`config.mk`:
```
export PLATFORM = sky130hd
export DESIGN_NAME = drbp_cfg
export DESIGN_NICKNAME = d
export VERILOG_FILES = /design/src/rtl/drbp_pkg.sv /design/src/rtl/drbp_cfg.sv
export SDC_FILE = /design/constraint.sdc
export NUM_CORES = 1
export LEC_CHECK = 0
export BUFFER_PORTS_ARGS = -buffer_cell sky130_fd_sc_hd__buf_4
export CORE_ASPECT_RATIO = 0.9
export CORE_UTILIZATION = 54
export DETAILED_ROUTE_END_ITERATION = 8
export PLACE_DENSITY_LB_ADDON = 0.2
export SLEW_MARGIN = 15
export SYNTH_ARGS = -nofsm -noshare
export SYNTH_HDL_FRONTEND = slang
export SYNTH_SLANG_ARGS = --single-unit
```
`constraint.sdc`:
```
create_clock -name clk -period 1.5 [get_ports clk]
set_input_delay 0.075 -clock clk [delete_from_list [all_inputs] [get_ports clk]]
set_output_delay 0.075 -clock clk [all_outputs]
set_load 0.01 [all_outputs]
```
`src/rtl/drbp_pkg.sv`:
```
// Shared types and constants for the dual rate bucket policer.
package drbp_pkg;

  localparam int unsigned FRAC_BITS   = 16;
  localparam int unsigned LEVEL_W     = 40;
  localparam int unsigned LEAK_W      = 32;
  localparam int unsigned BURST_W     = 24;
  localparam int unsigned SLOT_W      = 32;
  localparam int unsigned BYTES_W     = 16;
  localparam int unsigned MODE_W      = 2;
  localparam int unsigned COLOR_W     = 2;
  localparam int unsigned CFG_IDX_W   = 3;
  localparam int unsigned CFG_DATA_W  = 32;

  localparam logic [MODE_W-1:0] MODE_PASS_ALL   = 2'd0;
  localparam logic [MODE_W-1:0] MODE_MARK       = 2'd1;
  localparam logic [MODE_W-1:0] MODE_DROP_COMM  = 2'd2;
  localparam logic [MODE_W-1:0] MODE_DROP_PEAK  = 2'd3;

  localparam logic [COLOR_W-1:0] COLOR_GREEN  = 2'd0;
  localparam logic [COLOR_W-1:0] COLOR_YELLOW = 2'd1;
  localparam logic [COLOR_W-1:0] COLOR_RED    = 2'd2;

  localparam logic [CFG_IDX_W-1:0] REG_POLICE_MODE     = 3'd0;
  localparam logic [CFG_IDX_W-1:0] REG_COMMITTED_LEAK  = 3'd1;
  localparam logic [CFG_IDX_W-1:0] REG_COMMITTED_BURST = 3'd2;
  localparam logic [CFG_IDX_W-1:0] REG_PEAK_LEAK       = 3'd3;
  localparam logic [CFG_IDX_W-1:0] REG_PEAK_BURST      = 3'd4;

  typedef struct packed {
    logic [MODE_W-1:0]  police_mode;
    logic [LEAK_W-1:0]  committed_leak_per_slot;
    logic [BURST_W-1:0] committed_burst;
    logic [LEAK_W-1:0]  peak_leak_per_slot;
    logic [BURST_W-1:0] peak_burst;
  } cfg_t;

endpackage

```
`src/rtl/drbp_cfg.sv`:
```
// Configuration register file for the policer.
module drbp_cfg (
  input  logic                     clk,
  input  logic                     rst,
  input  logic                     wr_en,
  input  logic [drbp_pkg::CFG_IDX_W-1:0]  wr_index,
  input  logic [drbp_pkg::CFG_DATA_W-1:0] wr_data,
  output drbp_pkg::cfg_t           cfg
);
  import drbp_pkg::*;

  always_ff @(posedge clk) begin
    if (rst) begin
      cfg <= '0;
    end else if (wr_en) begin
      case (wr_index)
        REG_POLICE_MODE:     cfg.police_mode             <= wr_data[MODE_W-1:0];
        REG_COMMITTED_LEAK:  cfg.committed_leak_per_slot <= wr_data[LEAK_W-1:0];
        REG_COMMITTED_BURST: cfg.committed_burst         <= wr_data[BURST_W-1:0];
        REG_PEAK_LEAK:       cfg.peak_leak_per_slot      <= wr_data[LEAK_W-1:0];
        REG_PEAK_BURST:      cfg.peak_burst              <= wr_data[BURST_W-1:0];
        default: ;
      endcase
    end
  end
endmodule

```
## Word-level counts from Yosys, hierarchy flattened

Index checks and enable logic that the tools add are counted.

| cells by class | value |
|---|---|
| equal/unequal tests | 4 |
| reduce and logical (&&, ||, !) cells | 6 |

Operator list:

| operator | number |
|---|---|
| $reduce_and A2 Y1 | 5 |
| $eq A3 B2 Y1 const B | 2 |
| $eq A3 B1 Y1 const B | 1 |
| $eq A3 B3 Y1 const B | 1 |
| $logic_not A3 Y1 | 1 |

| word-level totals | value |
|---|---|
| bits in registers | 114 |
| input bits | 38 |
| output and inout bits | 114 |
| logic and storage cells | 15 |

## Logic depth before layout (Yosys ltp)

| depth | value |
|---|---|
| depth in word-level cells | 2 |
| depth in mapped cells | 4 |
| gate-level depth less buffers | 2 |

## Worst setup path before layout

Ideal clock, no wire load.

| timing path | value |
|---|---|
| path type | input port to flip-flop |
| from | input wr_index[0] (netlist bit) |
| to | register cfg[112] (netlist bit) |
| library setup time | 0.122 ns |
| arrival | 0.730 ns |
| data required time | 1.378 ns |
| slack | 0.647 ns |
| stages | 2 |
| path buffers | 0 |
| cell sequence | or4b_4 > mux2i_1 |

| between the ends | value |
|---|---|
| longest elaborated chain between the ends | 2 |

RTL lines:

| item | RTL line | text |
|---|---|---|
| from (decl) | drbp_cfg.sv:6 | `input logic [drbp_pkg::CFG_IDX_W-1:0] wr_index,` |
| $logic_not A3 Y1 | drbp_cfg.sv:16 | `case (wr_index)` |
| $reduce_and A2 Y1 (no line) | - |  |
| to (decl) | drbp_cfg.sv:8 | `output drbp_pkg::cfg_t cfg` |

No other way between the ends.
A chain may end at the register's enable or synchronous reset.

## Worst setup path after layout

| timing path | value |
|---|---|
| from | input wr_index[2] (netlist bit) |
| to | register cfg[68] (netlist bit) |

| between the ends | value |
|---|---|
| longest elaborated chain between the ends | 2 |

RTL lines:

| item | RTL line |
|---|---|
| $eq A3 B2 Y1 | drbp_cfg.sv:16 |
| $reduce_and A2 Y1 (no line) | - |

No other way between the ends.

==> impl_metrics.ini <==
[timing]
fin_skew_ns = 0
final-setup-viol-count = 0
setup_tns_ns = 0
slew-limit-headroom = 0.6841
drv_slew = 0
fin_crit_ns = 1.159
hold_violations = 0
rsz0062_at_grt = no
tightest_slew_ns = 0.4739
fin_crit_sh = 0.7729
fmax_mhz = 862.5

[cts]
ctsHtreeMaxLevel = 4
tritoncts = done
clock_sinks = 114
cts_made_buffers = 17
clock_path_buffers = 2
clock_latency_ns = 0.50
cts_root_buf = clkbuf_8
path_clk_slew_ns = 0.05
post-cts-setup-buffers = 0

[final_layout]
largest_reg_flops = 114
fin_cells = 704
antenna_cells = 0
nets = 631
syn_to_final_growth_pct = 45.41
top_regs = cfg x114
fillCellCount = 495
layout-drive-gt1-share = 0.3190
top_register = cfg

[hold_path]
hold_path_class = in2reg
whs_path_depth = 3

[route]
dr.pass1.iters = 4
vias_per_cell = 4.946
wl_mm = 10.87
drt.antenna.violating_nets = 0
wire_per_inst_um = 15.44
vias = 3482
drtIter0Drc = 117
drc_errors = 0

[worst_setup_path]
required_ns = 1.93
cp-end-kind = flop
worst_path_most_repeated_cell = buf_4
reg2regPathDepth = 2
crit_fanout = 24
crit_type = in2reg
slowest_stage = dlygate4sd3_1
path_cells = dlygate4sd3_1, buf_4, nand4bb_2, buf_4, mux2i_1
crit_arrival_ns = 1.59
r2r_slack_ns = 0.84
cp-start-kind = primary input
critPathMaxStageDelay_ns = 0.54

[synth]
syn_area_um2 = 4604
syn_inst = 411
yosysSeqAreaShare = 0.4957
synth_cell_types = 11
syn-num-nets = 449
synth-seq-cells = 114
synth_area_per_cell_um2 = 11.20
yosys_warnings = 0
yosysTopAreaCellShare = 0.4957
netlist_top_cells_area = dfxtp_1 (50%), mux2i_1 (25%), nand2b_1 (20%)
yosys.area.top_type = dfxtp_1

[grt]
antenna_found_initial = 0
grtUsageTotal = 0.2468
grt_pass1_wl_mm = 16.72
grt_start_max_net_pins = 60
grt_pass1_vias = 3379
grt.overflow.total = 0

[die]
coreArea_um2 = 8145
start_util = 0.5653
die_width_um = 99.34
die_height_um = 89.60
die_area_um2 = 8900
io_pins = 152
row_count = 31

[run]
drv_cap = 0

[power_and_ir_drop]
power_leakage_nw = 3.296
vdd_ir_drop_max_v = 0.0008248
p_per_area_nw_per_um2 = 1117

[run_status]
status = completed

[placed_design]
placedCellCount = 638
gp_congestion = 0.7638
dp_hpwl_mm = 6.714
port_buffers = 151
==> layout make-up <==
type	count	area (um^2)	area share
Clock buffer	20	445.4	0.06653
Sequential cell	114	2282	0.3409
Tap cell	99	123.9	0.01850
Clock inverter	11	112.6	0.01682
Timing Repair Buffer	193	1587	0.2370
Multi-Input combinational cell	267	2145	0.3203
==> metal layers <==
layer  global-route usage  share of wire
met5                    0              0
met4               0.1029          0.016
met3              0.06966          0.043
met2               0.4249           0.50
met1               0.2951           0.44
==> where the power goes <==
part,internal (mW),switching [mW],total [mW]
clock network,2.42,1.32,3.74
logic,0.351,0.255,0.606
registers,3.10,0.0389,3.14
==> Yosys cell counts <==
cell / count
buf_2: 6
nand4b_1: 1
nand4bb_1: 3
clkbuf_1: 15
and4bb_1: 1
buf_6: 9
and4b_2: 1
nand2b_1: 146
dfxtp_1: 114
or4b_4: 1
mux2i_1: 114
==> logic make-up after synthesis <==
group                  count (synthesis)  synth area share
and+or+nand+nor                      153            0.2158
muxes                                114            0.2478
DFF                                  114            0.4957
buffers and inverters                 30           0.04076
==> timing repair <==
action,4_1_cts,5_1_grt
hold endpoints to repair,113,0
resized for setup,0,0
hold buffers,35,0
==> through the flow <==
step | worst slack, ns | power (mW) | hold slack, ns | utilization | cell area [um^2]
after floorplan | 0.6475 | 3.486 | 0.2509 | - | 4604
after global routing | 0.2837 | 7.732 | 0.04216 | 0.8220 | 6695
after global placement | 0.4218 | 3.714 | 0.3558 | 0.7104 | 5787
after detailed placement | 0.3912 | 3.728 | 0.3717 | 0.7104 | 5787
after CTS | 0.3767 | 7.531 | 0.03164 | 0.8220 | 6695
final | 0.3406 | 7.482 | 0.04703 | 0.8220 | 6695
==> critical path, delay by kind of cell <==
kind	cells	cell delay, ns
buffers and inverters	3	1.10
muxes	1	0.25
and+or+nand+nor	1	0.15
==> placed cells by master, fill, tap and decap left out, drive strengths merged, types with 2 or more instances in the layout <==
| master | netlist | final |
|---|---|---|
| mux2i | 114 | 114 |
| dlygate4sd3 | 0 | 35 |
| clkbuf | 15 | 20 |
| nand2b | 146 | 146 |
| clkinv | 0 | 6 |
| clkinvlp | 0 | 3 |
| bufinv | 0 | 2 |
| nand4bb | 3 | 3 |
| dfxtp | 114 | 114 |
| buf | 15 | 158 |
==> final timing paths <==
path,from,endpoint
max,wr_index[2],cfg[68]
min,wr_en,cfg[113]
max reg2reg,cfg[34],cfg[34]
min reg2reg,cfg[94],cfg[94]
(Power assumes the default switching activity.)
