--- src/rtl/drbp_pkg.sv ---
// Shared types and constants for the dual rate bucket policer.
package drbp_pkg;

  localparam int unsigned FRAC_BITS   = 16;
  localparam int unsigned LEVEL_W     = 40;
  localparam int unsigned LEAK_W      = 32;
  localparam int unsigned BURST_W     = 24;
  localparam int unsigned SLOT_W      = 32;
  localparam int unsigned BYTES_W     = 16;
  localparam int unsigned MODE_W      = 2;
  localparam int unsigned COLOR_W     = 2;
  localparam int unsigned CFG_IDX_W   = 3;
  localparam int unsigned CFG_DATA_W  = 32;

  localparam logic [MODE_W-1:0] MODE_PASS_ALL   = 2'd0;
  localparam logic [MODE_W-1:0] MODE_MARK       = 2'd1;
  localparam logic [MODE_W-1:0] MODE_DROP_COMM  = 2'd2;
  localparam logic [MODE_W-1:0] MODE_DROP_PEAK  = 2'd3;

  localparam logic [COLOR_W-1:0] COLOR_GREEN  = 2'd0;
  localparam logic [COLOR_W-1:0] COLOR_YELLOW = 2'd1;
  localparam logic [COLOR_W-1:0] COLOR_RED    = 2'd2;

  localparam logic [CFG_IDX_W-1:0] REG_POLICE_MODE     = 3'd0;
  localparam logic [CFG_IDX_W-1:0] REG_COMMITTED_LEAK  = 3'd1;
  localparam logic [CFG_IDX_W-1:0] REG_COMMITTED_BURST = 3'd2;
  localparam logic [CFG_IDX_W-1:0] REG_PEAK_LEAK       = 3'd3;
  localparam logic [CFG_IDX_W-1:0] REG_PEAK_BURST      = 3'd4;

  typedef struct packed {
    logic [MODE_W-1:0]  police_mode;
    logic [LEAK_W-1:0]  committed_leak_per_slot;
    logic [BURST_W-1:0] committed_burst;
    logic [LEAK_W-1:0]  peak_leak_per_slot;
    logic [BURST_W-1:0] peak_burst;
  } cfg_t;

endpackage

--- src/rtl/drbp_bucket.sv ---
// Leak-then-add update of one token bucket.
module drbp_bucket (
  input  logic [drbp_pkg::LEVEL_W-1:0] level,
  input  logic [drbp_pkg::LEAK_W-1:0]  leak,
  input  logic [drbp_pkg::BURST_W-1:0] burst,
  input  logic                         do_leak,
  input  logic [drbp_pkg::SLOT_W-2:0]  elapsed,
  input  logic [drbp_pkg::BYTES_W-1:0] bytes,
  output logic [drbp_pkg::LEVEL_W-1:0] level_next,
  output logic                         conform
);
  import drbp_pkg::*;

  localparam int unsigned DRAIN_W = SLOT_W - 1 + LEAK_W;

  logic [DRAIN_W-1:0] drain;
  logic [LEVEL_W-1:0] leaked;
  logic [LEVEL_W:0]   added;
  logic [LEVEL_W:0]   limit;

  always_comb begin
    drain = DRAIN_W'(elapsed) * DRAIN_W'(leak);
    if (!do_leak) begin
      leaked = level;
    end else if (drain >= DRAIN_W'(level)) begin
      leaked = '0;
    end else begin
      leaked = level - drain[LEVEL_W-1:0];
    end
    added   = {1'b0, leaked} + (LEVEL_W+1)'({bytes, {FRAC_BITS{1'b0}}});
    limit   = (LEVEL_W+1)'({burst, {FRAC_BITS{1'b0}}});
    conform = (added <= limit);
    level_next = conform ? added[LEVEL_W-1:0] : leaked;
  end
endmodule

--- config.mk ---
export PLATFORM = sky130hd
export DESIGN_NAME = drbp_bucket
export DESIGN_NICKNAME = d
export VERILOG_FILES = /design/src/rtl/drbp_pkg.sv /design/src/rtl/drbp_bucket.sv
export SDC_FILE = /design/constraint.sdc
export NUM_CORES = 2
export LEC_CHECK = 0
export ABC_CLOCK_PERIOD_IN_PS = 53500
export BUFFER_PORTS_ARGS = -buffer_cell sky130_fd_sc_hd__buf_2
export CORE_MARGIN = 2
export CORE_UTILIZATION = 40
export DETAILED_ROUTE_END_ITERATION = 10
export MAX_ROUTING_LAYER = met4
export PLACE_DENSITY_LB_ADDON = 0.25
export SYNTH_ARGS = -nofsm -noshare
export SYNTH_HDL_FRONTEND = slang
export SYNTH_SLANG_ARGS = --single-unit
--- constraint.sdc ---
create_clock -name vclk -period 53.5
set_clock_uncertainty 0.15 [all_clocks]
set_input_delay 5.35 -clock vclk [all_inputs]
set_output_delay 5.35 -clock vclk [all_outputs]
set_load 0.05 [all_outputs]
# [Word-level counts from Yosys, hierarchy flattened]
# Cells that the tools add are included.
[word_totals] register_bits=0 latch_bits=0 mem_bits_rw=0 romBits=0 out_inout_bits=41 mem_count=0
[op_classes] n_addsub=2 multipliers=1 n_div=0 magnitude_cmp=2 n_eq_ne=0 shifts=0 n_mux=3 bitwise=0 reduce_logical=0
[ops] operator="2-to-1 mux 40 bit" count=3
[ops] operator="greater-or-equal comparator 63 x 40 -> 1 bit" count=1
[ops] operator="multiplier 31 x 32 -> 63 bit" count=1
[ops] operator="adder 40 x 32 -> 41 bit" count=1
[ops] operator="less-or-equal comparator 41 x 40 -> 1 bit" count=1
[ops] operator="subtractor 40 bit" count=1

# [Longest topological paths before layout]
[logic_depth] ltp_word=7 depth_mapped=75

# [Worst setup path before layout]
# OpenSTA, ideal clock, no wires.
[synth_timing] path_kind="in2out" from="input elapsed[16] (netlist name)" to="output level_next[39] (netlist name)" arrival_ps=20298 t_required_ps=48000 path_slack_ps=27702 stages=67 n_path_buf=4 cell_sequence="clkbuf_1 -> nand2_1 -> fa_1 -> fa_1 -> inv_1 -> fa_1 -> inv_1 -> fa_1 -> inv_1 -> fa_1 -> fa_1 -> fa_1 -> inv_1 -> fa_1 -> inv_1 -> ha_1 -> nand4_2 -> or3_1 -> (+31 left out) -> o211ai_1 -> o21bai_1 -> nor2_1 -> xnor2_1 -> ha_1 -> nand3_1 -> nor2_1 -> nand4_1 -> nor4_1 -> nand2_1 -> nor4_1 -> nand3_1 -> nor2_1 -> a41oi_1 -> o21ai_0 -> o31ai_4 -> nor4b_1 -> xor2_1"
[synth_via] elab_chain_len=7
[synth_rtl] item="start: declaration" line_no="drbp_bucket.sv:7" text="input logic [drbp_pkg::SLOT_W-2:0] elapsed,"
[synth_rtl] item="multiplier 31 x 32 -> 63 bit (*)" line_no="drbp_bucket.sv:22" text="drain = DRAIN_W'(elapsed) * DRAIN_W'(leak);"
[synth_rtl] item="greater-or-equal comparator 63 x 40 -> 1 bit / subtractor 40 bit (equally long branches)" line_no="drbp_bucket.sv:25, drbp_bucket.sv:28"
[synth_rtl] item="2-to-1 mux 40 bit (*)" line_no="drbp_bucket.sv:25" text="end else if (drain >= DRAIN_W'(level)) begin"
[synth_rtl] item="2-to-1 mux 40 bit (*)" line_no="drbp_bucket.sv:23" text="if (!do_leak) begin"
[synth_rtl] item="adder 40 x 32 -> 41 bit" line_no="drbp_bucket.sv:30" text="added = {1'b0, leaked} + (LEVEL_W+1)'({bytes, {FRAC_BITS{1'b0}}});"
[synth_rtl] item="less-or-equal comparator 41 x 40 -> 1 bit" line_no="drbp_bucket.sv:32" text="conform = (added <= limit);"
[synth_rtl] item="2-to-1 mux 40 bit (*)" line_no="drbp_bucket.sv:33" text="level_next = conform ? added[LEVEL_W-1:0] : leaked;"
[synth_rtl] item="end: declaration" line_no="drbp_bucket.sv:9" text="output logic [drbp_pkg::LEVEL_W-1:0] level_next,"
# Mark *: on every way between the ends. The rest lies on a longest branch, timed or not.

# [Final worst setup path]
[layout_timing] from="input leak[18] (netlist name)" to="output level_next[33] (netlist name)"
[layout_via] elab_chain_len=7
[layout_rtl] item="start: declaration" line_no="drbp_bucket.sv:4" text="input logic [drbp_pkg::LEAK_W-1:0] leak,"
[layout_rtl] item="multiplier 31 x 32 -> 63 bit (*)" line_no="drbp_bucket.sv:22"
[layout_rtl] item="greater-or-equal comparator 63 x 40 -> 1 bit / subtractor 40 bit (equally long branches)" line_no="drbp_bucket.sv:25, drbp_bucket.sv:28"
[layout_rtl] item="2-to-1 mux 40 bit (*)" line_no="drbp_bucket.sv:25"
[layout_rtl] item="2-to-1 mux 40 bit (*)" line_no="drbp_bucket.sv:23"
[layout_rtl] item="adder 40 x 32 -> 41 bit" line_no="drbp_bucket.sv:30"
[layout_rtl] item="less-or-equal comparator 41 x 40 -> 1 bit" line_no="drbp_bucket.sv:32"
[layout_rtl] item="2-to-1 mux 40 bit (*)" line_no="drbp_bucket.sv:33"
# Marks and branches as above.

==> results_dict.tcl <==
set metrics [dict create \
    syn_avg_cell_area_um2 8.54 \
    cts_hold_buf 0 \
    globalRoute.totalOverflow 0 \
    yosysSeqAreaShare_pct 0 \
    clock.fmax_ghz 0.0356 \
    vias_per_cell 5.28 \
    antenna_found_initial 4 \
    yosysTopAreaCellShare_pct 46.7 \
    required_ns 48.00 \
    syn_inst 4355 \
    vias 29402 \
    status "completed" \
    startpoint "leak[18]" \
    cp-end-kind "output port" \
    die_w_um 309 \
    place_area_um2 38900 \
    setup_viol 0 \
    finalMaxSlewViolations 0 \
    wl_um 115000 \
    fillCellCount 9433 \
    cp.depth 65 \
    io_buffer_count 185 \
    path_class "primary input to output port" \
    fin_util_pct 42.3 \
    rsz0062_at_grt "false" \
    clockBufferCount 0 \
    period_minus_slack_ns 28.09 \
    core_area_um2 91900 \
    synth_area_um2 37200 \
    dieHeight_um 309 \
    fp-row-count 111 \
    syn_nets 5742 \
    cpMostUsedCell "fa_1" \
    drt-pass1-iter-count 6 \
    dieArea_um2 95400 \
    layout.nets 5708 \
    drv_cap 0 \
    final_cell_area_um2 38900 \
    hold_class "primary input to output port" \
    fin_setup_tns_ns 0 \
    grt_usage_pct 25.8 \
    yosys_warnings 0 \
    hpwl_um 92500 \
    tightest_slew_ns 0.996 \
    io_pins 185 \
    grt_max_degree 42 \
    gp_congestion 0.928 \
    worstPathArrival_ns 22.59 \
    worst-path-buf-inv 7 \
    seq_area_um2 0 \
    synthToLayoutAreaGrowth_pct 4.59 \
    antenna_left 0 \
    cp-endpoint "level_next[33]" \
    grt_pass1_wl_um 185000 \
    crit_family "adder cells" \
    wl_per_cell_um 20.6 \
    cts-resized-gates 0 \
    drtIter0Drc 2096 \
    seq_cell_count 0 \
    drc_errors 0 \
    post-route-period-util_pct 52.5 \
    cp_max_fo 35 \
    start_util_pct 40.4 \
    yosysTopAreaCell "fa_1" \
    drive_above_1_share_pct 5.37 \
    grt_pass1_vias 31313 \
    yosys-top-cells-area "fa_1, ha_1, inv_1" \
    finalHoldViolations 0 \
    cpPeakStageDelay_ns 0.60 \
    synth_cell_types 76 \
    slew_headroom_pct 33.0 \
    crit_slowest_cell "buf_2" \
    cts_setup_buffers 0 \
    cp-start-kind "primary input" \
]
## worst min-delay path, stage by stage
cell     delay (ns)
buf_2          0.12
inv_1          0.07
o22ai_1        0.09
buf_2          0.21
## synth_stat cells (9+ instances only)
library cell	n
a211oi_1	10
a21o_1	49
a21oi_1	153
a31oi_1	9
and2_1	407
buf_2	9
clkbuf_1	227
fa_1	868
ha_1	375
inv_1	893
mux2_4	10
nand2_1	697
nand2b_1	15
nand3_1	32
nand4_1	34
nor2_1	101
nor2b_1	10
nor3_1	26
nor4_1	13
o211ai_1	13
o21a_1	16
o21ai_0	86
o21bai_1	17
o22ai_1	40
or3_1	9
xnor2_1	73
xor2_1	40
## cell families after synthesis
| group | count (synthesis) | share of synthesized area, % |
|---|---|---|
| mux | 22 | 0.747 |
| buf+inv | 1134 | 11.5 |
| xor+xnor | 113 | 2.66 |
| fa+ha+maj | 1243 | 59.4 |
| compound gates | 464 | 7.88 |
| simple gates | 1379 | 17.8 |
## worst min-delay path by stage
stage	slack, ns	start	cells after the start	endpoint
after floorplan	10.92	level[2]	2	level_next[2]
after global placement	11.03	level[0]	4	level_next[0]
after detailed placement	11.03	level[11]	4	level_next[11]
after CTS	11.04	level[11]	4	level_next[11]
after global routing	11.05	level[0]	4	level_next[0]
final	11.04	level[13]	4	level_next[13]
## final cells by class
| class | instances | area, µm² | area share [%] |
|---|---|---|---|
| multi-input cells | 3221 | 32900 | 84.6 |
| inverters | 894 | 3360 | 8.63 |
| well taps | 1243 | 1560 | 4.00 |
| repair buffers | 204 | 1070 | 2.75 |
| diodes | 5 | 12.5 | 0.0322 |
## through the flow
stage	cells	hold slack (ns)	setup slack [ns]
2_1_floorplan	4355	10.92	27.70
5_1_grt	5566	11.05	24.22
3_5_place_dp	5562	11.03	25.57
3_3_place_gp	5562	11.03	26.00
4_1_cts	5562	11.04	25.47
6_report	5567	11.04	25.41
## placed cells by master, fill, tap and decap left out, drive strengths merged, types with 6 or more instances in the layout
cell / synthesis / routed
a211oi: 11 / 11
a21o: 49 / 49
a21oi: 153 / 153
a31oi: 10 / 10
and2: 408 / 408
and3: 8 / 8
buf: 13 / 204
fa: 868 / 868
ha: 375 / 375
inv: 894 / 894
mux2: 16 / 16
mux2i: 6 / 6
nand2: 697 / 697
nand2b: 15 / 15
nand3: 32 / 32
nand4: 35 / 35
nor2: 101 / 101
nor2b: 10 / 10
nor3: 26 / 26
nor4: 15 / 15
o211ai: 13 / 13
o21a: 16 / 16
o21ai: 89 / 89
o21bai: 17 / 17
o22ai: 40 / 40
o31ai: 8 / 8
or3: 9 / 9
xnor2: 73 / 73
xor2: 40 / 40
## layer usage
metal  share of wire [%]  wire length (µm)  global-route usage, %  vias to the layer above
met1                  45             51900                   36.2                    15111
met4                 2.5              2830                   4.99                        0
met5                   0                 0                      -                        -
li1                    -                 -                      -                    13118
met2                  45             51900                   40.0                     1048
met3                 7.2              8230                   3.43                      125
Power is left out: the tool's default activity adds up to more than one toggle a clock period on the data nets, which glitch-free logic cannot reach.
